--- src/design/drc_pkg.sv ---
package drc_pkg;

    // map and texture geometry
    localparam int MAP_SIZE = 128;
    localparam int MAP_BITS = $clog2(MAP_SIZE);
    localparam int ADDR_W   = 2 * MAP_BITS;
    localparam int COORD_W  = 7;
    localparam int POS_W    = ((MAP_BITS > COORD_W) ? MAP_BITS : COORD_W) + 2;
    localparam int TEX_SIZE = 64;
    localparam int TEX_BITS = $clog2(TEX_SIZE);

    // field widths
    localparam int FRAC    = 16;
    localparam int EYE_W   = 23;
    localparam int DIR_W   = 18;
    localparam int TILE_W  = 3;
    localparam int DIST_W  = 24;
    localparam int HGT_W   = 16;
    localparam int STEPS_W = 8;
    localparam int MASK_W  = 8;
    localparam int MIN_W   = 16;
    localparam int SH_W    = 12;
    localparam int CFG_W   = 24;
    localparam int CFG_IDX_W = 3;

    // internal arithmetic widths
    localparam int DELTA_W = 2 * FRAC + 1;
    localparam int SD_W    = DELTA_W + STEPS_W;
    localparam int NUM_W   = DELTA_W;
    localparam int DEN_W   = 24;
    localparam int DIV_STEPS = NUM_W;
    localparam int DCNT_W  = $clog2(DIV_STEPS);
    localparam int MA_W    = 25;
    localparam int MB_W    = 18;
    localparam int MP_W    = MA_W + MB_W;
    localparam int LO_W    = MB_W - 1;
    localparam int HI_W    = DELTA_W - LO_W;
    localparam int ACC_W   = FRAC + 1 + LO_W;
    localparam int SUM_W   = FRAC + 1 + DELTA_W + 1;
    localparam int PT_W    = 2 * FRAC;

    localparam logic [FRAC:0]      FRAC_ONE = (FRAC + 1)'(1) << FRAC;
    localparam logic [DIST_W-1:0]  DIST_MAX = '1;

    // register indexes
    localparam logic [CFG_IDX_W-1:0] REG_MAX_STEPS     = 3'd0;
    localparam logic [CFG_IDX_W-1:0] REG_BLOCKING_MASK = 3'd1;
    localparam logic [CFG_IDX_W-1:0] REG_MISS_DISTANCE = 3'd2;
    localparam logic [CFG_IDX_W-1:0] REG_MIN_DISTANCE  = 3'd3;
    localparam logic [CFG_IDX_W-1:0] REG_SCREEN_HEIGHT = 3'd4;

    // datapath operations
    localparam int OP_W = 5;
    localparam logic [OP_W-1:0] OP_NOP       = 5'd0;
    localparam logic [OP_W-1:0] OP_WRITE     = 5'd1;
    localparam logic [OP_W-1:0] OP_LOAD      = 5'd2;
    localparam logic [OP_W-1:0] OP_DIV_DELTA = 5'd3;
    localparam logic [OP_W-1:0] OP_DIV_HGT   = 5'd4;
    localparam logic [OP_W-1:0] OP_DIV_STEP  = 5'd5;
    localparam logic [OP_W-1:0] OP_DELTA_SET = 5'd6;
    localparam logic [OP_W-1:0] OP_MUL_LO    = 5'd7;
    localparam logic [OP_W-1:0] OP_MUL_HI    = 5'd8;
    localparam logic [OP_W-1:0] OP_SIDE_SET  = 5'd9;
    localparam logic [OP_W-1:0] OP_STEP      = 5'd10;
    localparam logic [OP_W-1:0] OP_CHECK     = 5'd11;
    localparam logic [OP_W-1:0] OP_DIST      = 5'd12;
    localparam logic [OP_W-1:0] OP_MUL_TEX   = 5'd13;
    localparam logic [OP_W-1:0] OP_TEX       = 5'd14;
    localparam logic [OP_W-1:0] OP_HGT_SET   = 5'd15;
    localparam logic [OP_W-1:0] OP_HGT_MAX   = 5'd16;
    localparam logic [OP_W-1:0] OP_OUT       = 5'd17;

    typedef struct packed {
        logic [OP_W-1:0] op;
        logic            axis;
    } cmd_t;

    typedef struct packed {
        logic zero_x;
        logic zero_y;
        logic steps_left;
        logic in_map;
        logic blocking;
        logic hit;
        logic dist_zero;
        logic out_busy;
    } stat_t;

endpackage

--- src/design/drc_ctrl.sv ---
module drc_ctrl (
    input  logic           clk,
    input  logic           rst_n,
    input  logic           in_valid,
    input  logic           kind,
    output logic           in_ready,
    input  drc_pkg::stat_t stat,
    output drc_pkg::cmd_t  cmd
);
    import drc_pkg::*;

    localparam logic [3:0] S_IDLE = 4'd0;
    localparam logic [3:0] S_DLT  = 4'd1;
    localparam logic [3:0] S_DDIV = 4'd2;
    localparam logic [3:0] S_DSET = 4'd3;
    localparam logic [3:0] S_MLO  = 4'd4;
    localparam logic [3:0] S_MHI  = 4'd5;
    localparam logic [3:0] S_SSET = 4'd6;
    localparam logic [3:0] S_WALK = 4'd7;
    localparam logic [3:0] S_CHK  = 4'd8;
    localparam logic [3:0] S_DIST = 4'd9;
    localparam logic [3:0] S_TMUL = 4'd10;
    localparam logic [3:0] S_TEX  = 4'd11;
    localparam logic [3:0] S_HGT  = 4'd12;
    localparam logic [3:0] S_HDIV = 4'd13;
    localparam logic [3:0] S_HSET = 4'd14;
    localparam logic [3:0] S_OUT  = 4'd15;

    localparam logic [DCNT_W-1:0] DCNT_LAST = DCNT_W'(DIV_STEPS - 1);

    logic [3:0]        state_reg, state_next;
    logic              axis_reg, axis_next;
    logic [DCNT_W-1:0] dcnt_reg, dcnt_next;
    logic              zero_a;

    assign zero_a = axis_reg ? stat.zero_y : stat.zero_x;

    always_comb
    begin
        state_next = state_reg;
        axis_next  = axis_reg;
        dcnt_next  = dcnt_reg;
        cmd.op     = OP_NOP;
        cmd.axis   = axis_reg;
        in_ready   = 1'b0;
        unique case (state_reg)
            S_IDLE:
            begin
                in_ready = 1'b1;
                if (in_valid)
                begin
                    if (kind)
                    begin
                        cmd.op     = OP_LOAD;
                        axis_next  = 1'b0;
                        state_next = S_DLT;
                    end
                    else
                    begin
                        cmd.op = OP_WRITE;
                    end
                end
            end
            S_DLT:
            begin
                if (zero_a)
                begin
                    axis_next = ~axis_reg;
                    if (axis_reg)
                    begin
                        state_next = S_MLO;
                    end
                end
                else
                begin
                    cmd.op     = OP_DIV_DELTA;
                    dcnt_next  = '0;
                    state_next = S_DDIV;
                end
            end
            S_DDIV:
            begin
                cmd.op = OP_DIV_STEP;
                if (dcnt_reg == DCNT_LAST)
                begin
                    state_next = S_DSET;
                end
                else
                begin
                    dcnt_next = dcnt_reg + DCNT_W'(1);
                end
            end
            S_DSET:
            begin
                cmd.op    = OP_DELTA_SET;
                axis_next = ~axis_reg;
                state_next = axis_reg ? S_MLO : S_DLT;
            end
            S_MLO:
            begin
                if (zero_a)
                begin
                    axis_next = ~axis_reg;
                    if (axis_reg)
                    begin
                        state_next = S_WALK;
                    end
                end
                else
                begin
                    cmd.op     = OP_MUL_LO;
                    state_next = S_MHI;
                end
            end
            S_MHI:
            begin
                cmd.op     = OP_MUL_HI;
                state_next = S_SSET;
            end
            S_SSET:
            begin
                cmd.op     = OP_SIDE_SET;
                axis_next  = ~axis_reg;
                state_next = axis_reg ? S_WALK : S_MLO;
            end
            S_WALK:
            begin
                if (stat.steps_left)
                begin
                    cmd.op     = OP_STEP;
                    state_next = S_CHK;
                end
                else
                begin
                    state_next = S_DIST;
                end
            end
            S_CHK:
            begin
                if (!stat.in_map)
                begin
                    state_next = S_DIST;
                end
                else
                begin
                    cmd.op     = OP_CHECK;
                    state_next = stat.blocking ? S_DIST : S_WALK;
                end
            end
            S_DIST:
            begin
                cmd.op     = OP_DIST;
                state_next = stat.hit ? S_TMUL : S_HGT;
            end
            S_TMUL:
            begin
                cmd.op     = OP_MUL_TEX;
                state_next = S_TEX;
            end
            S_TEX:
            begin
                cmd.op     = OP_TEX;
                state_next = S_HGT;
            end
            S_HGT:
            begin
                if (stat.dist_zero)
                begin
                    cmd.op     = OP_HGT_MAX;
                    state_next = S_OUT;
                end
                else
                begin
                    cmd.op     = OP_DIV_HGT;
                    dcnt_next  = '0;
                    state_next = S_HDIV;
                end
            end
            S_HDIV:
            begin
                cmd.op = OP_DIV_STEP;
                if (dcnt_reg == DCNT_LAST)
                begin
                    state_next = S_HSET;
                end
                else
                begin
                    dcnt_next = dcnt_reg + DCNT_W'(1);
                end
            end
            S_HSET:
            begin
                cmd.op     = OP_HGT_SET;
                state_next = S_OUT;
            end
            S_OUT:
            begin
                if (!stat.out_busy)
                begin
                    cmd.op     = OP_OUT;
                    state_next = S_IDLE;
                end
            end
            default:
            begin
                state_next = S_IDLE;
            end
        endcase
    end

    always_ff @(posedge clk or negedge rst_n)
    begin
        if (!rst_n)
        begin
            state_reg <= S_IDLE;
            axis_reg  <= 1'b0;
            dcnt_reg  <= '0;
        end
        else
        begin
            state_reg <= state_next;
            axis_reg  <= axis_next;
            dcnt_reg  <= dcnt_next;
        end
    end

endmodule

--- config.mk ---
export PLATFORM = sky130hd
export DESIGN_NAME = drc_ctrl
export DESIGN_NICKNAME = d
export VERILOG_FILES = /design/src/design/drc_pkg.sv /design/src/design/drc_ctrl.sv
export SDC_FILE = /design/constraint.sdc
export NUM_CORES = 1
export LEC_CHECK = 0
export BUFFER_PORTS_ARGS = -buffer_cell sky130_fd_sc_hd__buf_2
export CELL_PAD_IN_SITES_DETAIL_PLACEMENT = 1
export CELL_PAD_IN_SITES_GLOBAL_PLACEMENT = 1
export CORE_MARGIN = 2
export CORE_UTILIZATION = 44
export DETAILED_ROUTE_END_ITERATION = 8
export PLACE_DENSITY = 0.86
export SLEW_MARGIN = 25
export SYNTH_ARGS = -nofsm -noshare
export SYNTH_HDL_FRONTEND = slang
export SYNTH_SLANG_ARGS = --single-unit
--- constraint.sdc ---
create_clock -name clk -period 3.6 [get_ports clk]
set_clock_uncertainty 0.15 [all_clocks]
set_input_delay 0.36 -clock clk [delete_from_list [all_inputs] [get_ports clk]]
set_output_delay 0.36 -clock clk [all_outputs]
set_load 0.01 [all_outputs]
==> reports/metrics.cfg, run 1 <==
[run_status]
status = finished, final reports clean

[cells_and_area]
nFillCells = 319
layout_common_cells = buf_2, o21ai_0, a21oi_1, nand2_1, dfrtp_1
drive_above_1_share = 0.197
largest_reg_flops = 6
syn_to_final_growth_pct = 8.71
num_antenna_cells = 0
final_common_cell = buf_2
final_nets = 172

[timing]
setup_violations = 0
hold_violations = 0
setup_tns_ns = 0
whs_ns = 0.273
post-route-min-period_ns = 2.75
maxSlewViolCount = 0
tightestPinTransition_ns = 0.905
max_freq_mhz = 363
slew_headroom = 0.397
period_share = 0.765
rsz0062_at_grt = no

[critical_path]
cp_slowest_stage_delay_ns = 0.71
critPathLaunchType = register
critical_path.endpoint_type = primary output
path_max_fanout = 29
cp_top_family = flip-flops
cp.arrival_ns = 2.24
critical_path_class = register to primary output
slowest_stage = dfrtp_1
cp.required_ns = 3.09
cp_num_buf_inv = 1
crit_chain = nor4_1 -> a21boi_1 -> a21oi_1 -> buf_2

[route]
dr.pass1.iters = 4
viasPerCell = 6.04
wl_per_cell_um = 16.7
drt_wl_total_um = 3120
num_vias = 1129
first_iter_violations = 9
drc = 0
ant_nets = 0

[floorplanning]
rows = 18
core_um2 = 2450
ioPinCount = 19
fp.dieArea_um2 = 3000
die_w_um = 54.8
start_util = 0.462
die_h_um = 54.8

[synth]
synth_nets = 159
ys.flop_type = dfrtp_1
ys_seq_elements = 11
syn-cell-area_um2 = 1130
syn_area_per_cell_um2 = 7.83
synth_edf_count = 0
netlist_instances = 145
postSynth.asyncResetShare = 1.00
yosysSeqAreaShare = 0.243
yosysUniqueCellTypes = 52
ys.warnings.count = 0

[clock_tree]
cts.sinks = 11
cts_resized = 0
cts_tree = yes
cts_inserted_buffers = 3
cts-root-buf = clkbuf_4
worstSkewPairLatency_ns = 0.27
cts.path.max_buffers = 2
cts_htree_levels = 1
path_clk_slew_ns = 0.07

[global_routing]
antenna_found_initial = 0
grtUsageTotal = 0.234
grt_pass1_vias = 1115
grt_pass1_wl_um = 5110
grt_max_degree = 32
overflow = 0

[power]
leakagePower_nw = 0.509
ir_drop_mv = 0.483
p_per_area_nw_per_um2 = 940

[place]
dp_hpwl_um = 2360
numPortBuffers = 18
gp_congestion = 0.867

[flow_run]
drv_cap = 0

[min_path]
hp-class = primary input to register

cells by family (layout without fill, tap and decap cells):
group	after synthesis	after routing	synth area share
adders and majority gates	2	2	0.0220
muxes	4	4	0.0375
AOI/OAI and AO/OA	52	52	0.320
buffers and inverters	16	28	0.0739
DFF	11	11	0.243
and+or+nand+nor	57	57	0.281
xor gates and xnor gates	3	3	0.0232
metrics by stage:
step	instances	instance area [µm²]	total power, mW	setup slack, ns	util
floorplan	145	1130	0.909	1.53	-
global placement	182	1200	1.03	1.22	0.488
detailed placement	182	1200	1.07	1.10	0.488
CTS	187	1230	1.16	0.880	0.503
global route	187	1230	1.28	0.718	0.503
finish	187	1230	1.16	0.846	0.503
worst register-to-register path: stages, from the launching register on:
cell and delay (ns):
dfrtp_1 0.94, and4b_1 0.38, o22a_2 0.22, o221ai_2 0.19, or4b_1 0.51, nand2_1 0.10
Yosys cell counts (3+ instances only):
library cell | number | area share
a21oi_1 | 13 | 0.057
clkbuf_1 | 4 | 0.013
dfrtp_1 | 11 | 0.24
inv_1 | 5 | 0.017
nand2_1 | 13 | 0.043
nand3_1 | 7 | 0.031
nor2_1 | 10 | 0.033
nor2b_1 | 7 | 0.039
nor4_1 | 3 | 0.017
o21ai_0 | 15 | 0.066
worst paths after layout:
path                              start            to  slack, ns  depth (start not counted)
setup / recovery           state_reg[3]        cmd[2]       0.85                          4
hold / removal                  stat[5]  state_reg[0]       0.27                          3
setup reg to reg           state_reg[0]   dcnt_reg[2]       1.06                          5
hold reg to reg             dcnt_reg[5]   dcnt_reg[5]       0.36                          1
max in group asynchronous         rst_n   dcnt_reg[0]       2.76                          2
min in group asynchronous         rst_n   dcnt_reg[4]       0.33                          2
area by class of cell:
class / instances / area (µm²) / area share
Multi-Input combinational cell: 118 / 776 / 0.629
Sequential cell: 11 / 275 / 0.223
Inverter: 5 / 18.8 / 0.0152
Clock buffer: 4 / 26.3 / 0.0213
Tap cell: 30 / 37.5 / 0.0304
Timing Repair Buffer: 19 / 100 / 0.0811
repair_timing:
item	in CTS	in global routing
buffers inserted	0	0
endpoints found under the hold margin	11	0
hold buffers	1	0
layer usage:
metal,GRT usage,up-vias,part of all wire
met2,0.401,24,0.48
li1,-,557,-
met4,0.0250,0,0
met1,0.309,548,0.48
met5,0,-,0
met3,0.0492,0,0.033
report_power, final:
group	total [mW]	switching (mW)	internal [mW]	leakage (nW)
registers	0.363	0.197	0.166	0.140
clock network	0.0841	0.0411	0.0430	0.0150
logic	0.712	0.367	0.345	0.354
total	1.16	0.605	0.554	0.509
(Power assumes the default switching activity.)
==> run 2, diff against run 1 <==
--- a/config.mk
+++ b/config.mk
@@ -9,9 +9,9 @@
 export CELL_PAD_IN_SITES_DETAIL_PLACEMENT = 1
 export CELL_PAD_IN_SITES_GLOBAL_PLACEMENT = 1
 export CORE_MARGIN = 2
-export CORE_UTILIZATION = 44
+export CORE_UTILIZATION = 37
 export DETAILED_ROUTE_END_ITERATION = 8
-export PLACE_DENSITY = 0.86
+export PLACE_DENSITY = 0.77
 export SLEW_MARGIN = 25
 export SYNTH_ARGS = -nofsm -noshare
 export SYNTH_HDL_FRONTEND = slang
==> constraint.sdc (replaced) <==
create_clock -name clk -period 2.4 [get_ports clk]
set_clock_uncertainty 0.15 [all_clocks]
set_input_delay 0.24 -clock clk [delete_from_list [all_inputs] [get_ports clk]]
set_output_delay 0.24 -clock clk [all_outputs]
set_load 0.01 [all_outputs]
==> run 2 against run 1 <==
  * Non-clock buffer count increased by 9
  * Via count increased by 4.1%
  * Clock power increased by 46%
  * Largest cell class unchanged
==> reports/metrics.cfg, run 2 (same netlist as run 1, synthesis figures left out) <==
[min_path]
holdPathStages = 3  ; unchanged
hold_end = state_reg[0]
hp-class = primary input to register
hp-start = stat[5]

[place]
dp_cells = 192  ; +5.5%
dp_hpwl_um = 2560  ; +8.6%
numPortBuffers = 18  ; unchanged
gp_congestion = 0.814  ; -6.0%

[global_routing]
grt_pass1_vias = 1145  ; +2.7%
overflow = 0  ; unchanged
grt_max_degree = 19  ; -41%
grtUsageTotal = 0.196  ; -0.0384
antenna_found_initial = 0  ; unchanged
grt_pass1_wl_um = 5210  ; +1.9%

[cells_and_area]
num_antenna_cells = 0  ; unchanged
final_nets = 181  ; +5.2%
final_common_cell = buf_2
layout_common_cells = buf_2, o21ai_0, a21oi_1, nand2_1, nor2_1
largest_reg_flops = 6  ; unchanged
fin_cells = 199  ; +6.4%
drive_above_1_share = 0.283  ; +0.0857
syn_to_final_growth_pct = 16.3

[clock_tree]
cts_inserted_buffers = 3  ; unchanged
cts.path.max_buffers = 2  ; unchanged
cts_tree = yes
worstSkewPairLatency_ns = 0.28  ; about the same
cts_htree_levels = 1  ; unchanged
cts.sinks = 11  ; unchanged
cts-root-buf = clkbuf_4
path_clk_slew_ns = 0.07  ; about the same

[timing]
period_share = 0.948
rsz0062_at_grt = no
maxSlewViolCount = 0  ; unchanged
setup_tns_ns = 0  ; unchanged
setup_violations = 0  ; unchanged
max_freq_mhz = 439
tightestPinTransition_ns = 0.652  ; -0.253 ns
hold_violations = 0  ; unchanged
slew_headroom = 0.561  ; +0.165
post-route-min-period_ns = 2.28

[route]
drc = 0  ; unchanged
wl_per_cell_um = 16.4  ; -1.9%
first_iter_violations = 23  ; +14
ant_nets = 0  ; unchanged
viasPerCell = 5.90  ; -2.2%
drt_wl_total_um = 3260  ; +4.4%
dr.pass1.iters = 4  ; unchanged
num_vias = 1175  ; +4.1%

[run_status]
status = finished, final reports clean

[critical_path]
cp.required_ns = 2.01  ; -1.08 ns
r2r_start = state_reg[2]
critical_path_class = register to primary output
critPathLaunchType = register
rr_endpoint = dcnt_reg[2]
reg2reg_depth = 6  ; +1
path_max_fanout = 14  ; -52%
cp.arrival_ns = 1.89  ; -0.35 ns
critical_path.endpoint_type = primary output
reg2reg_slack_ns = 0.18  ; -0.88 ns

[floorplanning]
die_w_um = 59.4  ; +8.4%
ioPinCount = 19  ; unchanged
start_util = 0.381  ; -0.0812
fp.dieArea_um2 = 3530  ; +17%
die_h_um = 59.4  ; +8.4%
core_um2 = 2980  ; +21%
rows = 20  ; +2

[flow_run]
drv_cap = 0  ; unchanged

[power]
leakagePower_nw = 0.553  ; +8.5%
p_per_area_nw_per_um2 = 1430  ; +52%
ir_drop_mv = 0.423  ; -12%

-- run 2: cell type report --
class | count | area [µm²]
Multi-Input combinational cell | 118 | 785
Tap cell | 33 | 41.3
Sequential cell | 11 | 280
Clock buffer | 3 | 22.5
Timing Repair Buffer | 28 | 168
Clock inverter | 1 | 5.00
Fill cell | 371 | 1660
Inverter | 5 | 18.8
-- run 2: layer usage --
layer,wire [µm],track usage
met2,1570,0.331
met4,51,0.0649
met3,129,0.0328
met5,0,0
met1,1510,0.251
-- run 2: how the worst max path moves through the flow --
stage / start / end / slack (ns)
6_report: state_reg[3] / cmd[2] / 0.12
5_1_grt: state_reg[3] / cmd[2] / 0.01
4_1_cts: state_reg[3] / cmd[2] / 0.06
3_5_place_dp: state_reg[0] / cmd[2] / 0.16
3_3_place_gp: state_reg[0] / cmd[2] / 0.24
2_1_floorplan: state_reg[2] / state_reg[0] / 0.33
-- run 2: report_power, final --
part           switching (mW)  leakage, nW  internal (mW)
Clock                  0.0608       0.0177         0.0618
Combinational           0.763        0.399          0.609
Sequential              0.127        0.136          0.262
-- run 2: through the flow --
step                      hold slack (ns)   util  total power, mW  cell area (µm²)  setup slack (ns)
after global placement            -0.0330  0.421             1.66             1250             0.242
after global routing                0.153  0.443             2.07             1320            0.0146
after detailed placement          -0.0344  0.421             1.71             1250             0.161
final                               0.142  0.443             1.88             1320             0.124
after floorplan                    -0.206      -             1.36             1130             0.334
after CTS                           0.144  0.439             1.88             1310            0.0552
-- run 2: worst max-delay path, stage by stage (launching register included) --
cell	delay (ns)
dfrtp_2	0.49
buf_4	0.21
nor2b_1	0.16
a21oi_1	0.11
o21ai_0	0.27
a21oi_1	0.08
a21oi_1	0.15
buf_2	0.15
-- run 2: repair_timing --
| item | 4_1_cts | 5_1_grt |
|---|---|---|
| hold buffers | 1 | 0 |
| endpoints found under the hold margin | 11 | 0 |
| buffers inserted | 2 | 0 |
| endpoints found under the setup margin | 2 | 2 |
| resized for setup | 1 | 5 |
| gates cloned | 0 | 0 |
==> run 3, diff against run 2 <==
--- a/config.mk
+++ b/config.mk
@@ -11,7 +11,7 @@
 export CORE_MARGIN = 2
 export CORE_UTILIZATION = 37
 export DETAILED_ROUTE_END_ITERATION = 8
-export PLACE_DENSITY = 0.77
+export PLACE_DENSITY_LB_ADDON = 0.25
 export SLEW_MARGIN = 25
 export SYNTH_ARGS = -nofsm -noshare
 export SYNTH_HDL_FRONTEND = slang
==> run 3 against run 2 <==
  * Register-to-register slack better by 0.09 ns
  * Global-route usage increased by 0.82 points
  * Sequential cell count is the same
  * Hold slack improved by 0.015 ns
  * Critical path type unchanged
  * Largest cell class unchanged
  * Highest routed layer unchanged
==> reports/metrics.cfg, run 3 (same netlist as run 1, synthesis figures left out) <==
[power]
ir_drop_mv = 0.638  ; +51%
leakagePower_nw = 0.561  ; +1.6%
p_per_area_nw_per_um2 = 1420  ; -0.25%

[clock_tree]
cts.sinks = 11  ; unchanged
path_clk_slew_ns = 0.07  ; about the same
cts_htree_levels = 1  ; unchanged
cts_tree = yes
cts_inserted_buffers = 3  ; unchanged
cts-root-buf = clkbuf_4
worstSkewPairLatency_ns = 0.27  ; about the same
cts.path.max_buffers = 2  ; unchanged

[cells_and_area]
nFillCells = 386  ; +4.0%
num_antenna_cells = 0  ; unchanged
largest_reg_flops = 6  ; unchanged
final_common_cell = buf_2
drive_above_1_share = 0.281  ; -0.00170
layout_common_cells = buf_2, o21ai_0, a21oi_1, nand2_1
final_nets = 182  ; +0.55%
syn_to_final_growth_pct = 17.3

[min_path]
hp-class = primary input to register

[critical_path]
slowest_stage = mux2_2
crit_chain = mux2_2 -> nor3_1 -> o21ai_0 -> a21oi_1 -> a221o_1 -> buf_2
cp_num_buf_inv = 1  ; -1
cp.arrival_ns = 1.82  ; -0.07 ns
rr_endpoint = state_reg[1]
cp_top_family = multiplexers
endpoint = cmd[3]
critPathLaunchType = register
r2r_start = state_reg[2]
reg2reg_slack_ns = 0.27  ; +0.09 ns
critical_path_class = register to primary output
reg2reg_depth = 5  ; -1
critical_path.endpoint_type = primary output
cp.required_ns = 2.01  ; about the same
cp.depth = 6  ; -1
startpoint = axis_reg
cp_slowest_stage_delay_ns = 0.46  ; -0.03 ns
path_max_fanout = 7  ; -7

[floorplanning]
start_util = 0.381  ; unchanged
die_h_um = 59.4  ; unchanged
fp.dieArea_um2 = 3530  ; unchanged
rows = 20  ; unchanged
ioPinCount = 19  ; unchanged
die_w_um = 59.4  ; unchanged
core_um2 = 2980  ; unchanged

[route]
top_layer = met4
viasPerCell = 5.88  ; -0.50%
met3_length_um = 103  ; -20%
wl_per_cell_um = 15.9  ; -2.8%
first_iter_violations = 20  ; -13%
ant_nets = 0  ; unchanged
drc = 0  ; unchanged
num_vias = 1175  ; unchanged
dr_wl_met2_um = 1470  ; -6.5%
dr.pass1.iters = 4  ; unchanged
drt_wl_total_um = 3180  ; -2.3%
wl_met1_um = 1570  ; +4.3%

[timing]
max_freq_mhz = 453  ; +3.0%
hold_violations = 0  ; unchanged
slew_headroom = 0.674  ; +0.113
setup_tns_ns = 0  ; unchanged
post-route-min-period_ns = 2.21  ; -0.0673 ns
fin_ws_ns = 0.191  ; +0.0673 ns
tightestPinTransition_ns = 0.482  ; -0.170 ns
setup_violations = 0  ; unchanged
period_share = 0.920  ; -0.0281
maxSlewViolCount = 0  ; unchanged
rsz0062_at_grt = no

[global_routing]
grtUsageTotal = 0.204  ; +0.00815
grt_max_degree = 24  ; +5
overflow = 0  ; unchanged
grt_pass1_vias = 1162  ; +1.5%
grt_pass1_wl_um = 5430  ; +4.2%
antenna_found_initial = 0  ; unchanged

[place]
numPortBuffers = 18  ; unchanged
dp_hpwl_um = 2510  ; -2.1%
dp_slack_ns = 0.295  ; +0.134 ns
gp_congestion = 0.862  ; +5.8%

[flow_run]
drv_cap = 0  ; unchanged

[run_status]
status = finished, final reports clean

run 3: changes by cell type in the layout (fill, tap and decap cells not counted), sizes merged:
cell and change:
buf +1
run 3: worst min-delay path, cell delays in order:
cell and delay [ns]:
buf_2 0.10, a31o_2 0.15, a21oi_1 0.06
run 3: metal layers:
layer | global-route usage | up-vias
li1 | - | 577
met1 | 0.291 | 575
met2 | 0.308 | 19
met3 | 0.0502 | 4
met4 | 0.0519 | 0
met5 | 0 | -
run 3: area by class of cell:
cell class,count,area (µm²),share of cell area
Clock buffer,3,22.5,0.0169
Multi-Input combinational cell,118,787,0.591
Inverter,5,18.8,0.0141
Tap cell,33,41.3,0.0310
Clock inverter,1,5.00,0.00376
Sequential cell,11,278,0.209
Timing Repair Buffer,29,179,0.134
run 3: where the power goes:
part           leakage (nW)  internal (mW)  switching, mW
sequential            0.138          0.261          0.129
combinational         0.405          0.629          0.748
clock                0.0177         0.0617         0.0658
run 3: how the worst min path moves through the flow:
stage | from | endpoint | slack [ns] | depth (start not counted)
floorplan | rst_n | axis_reg | -0.21 | 0
global placement | rst_n | dcnt_reg[0] | -0.03 | 1
detailed placement | rst_n | dcnt_reg[0] | -0.02 | 1
CTS | stat[5] | state_reg[0] | 0.15 | 3
global route | stat[5] | state_reg[0] | 0.13 | 3
finish | stat[5] | state_reg[0] | 0.16 | 3
run 3: what timing repair did:
item / 4_1_cts / 5_1_grt
setup endpoints to repair: 0 / 2
endpoints found under the hold margin: 11 / 0
hold buffers: 1 / 0
gates resized for setup: 0 / 6
setup buffers: 0 / 0
run 3: through the flow:
stage / std cells / power [mW] / area [µm²] / hold slack (ns) / util
CTS: 200 / 1.88 / 1310 / 0.148 / 0.441
floorplan: 145 / 1.36 / 1130 / -0.206 / -
detailed placement: 195 / 1.74 / 1280 / -0.0220 / 0.429
global placement: 195 / 1.70 / 1280 / -0.0282 / 0.429
finish: 200 / 1.89 / 1330 / 0.157 / 0.447
global route: 200 / 2.10 / 1330 / 0.128 / 0.447
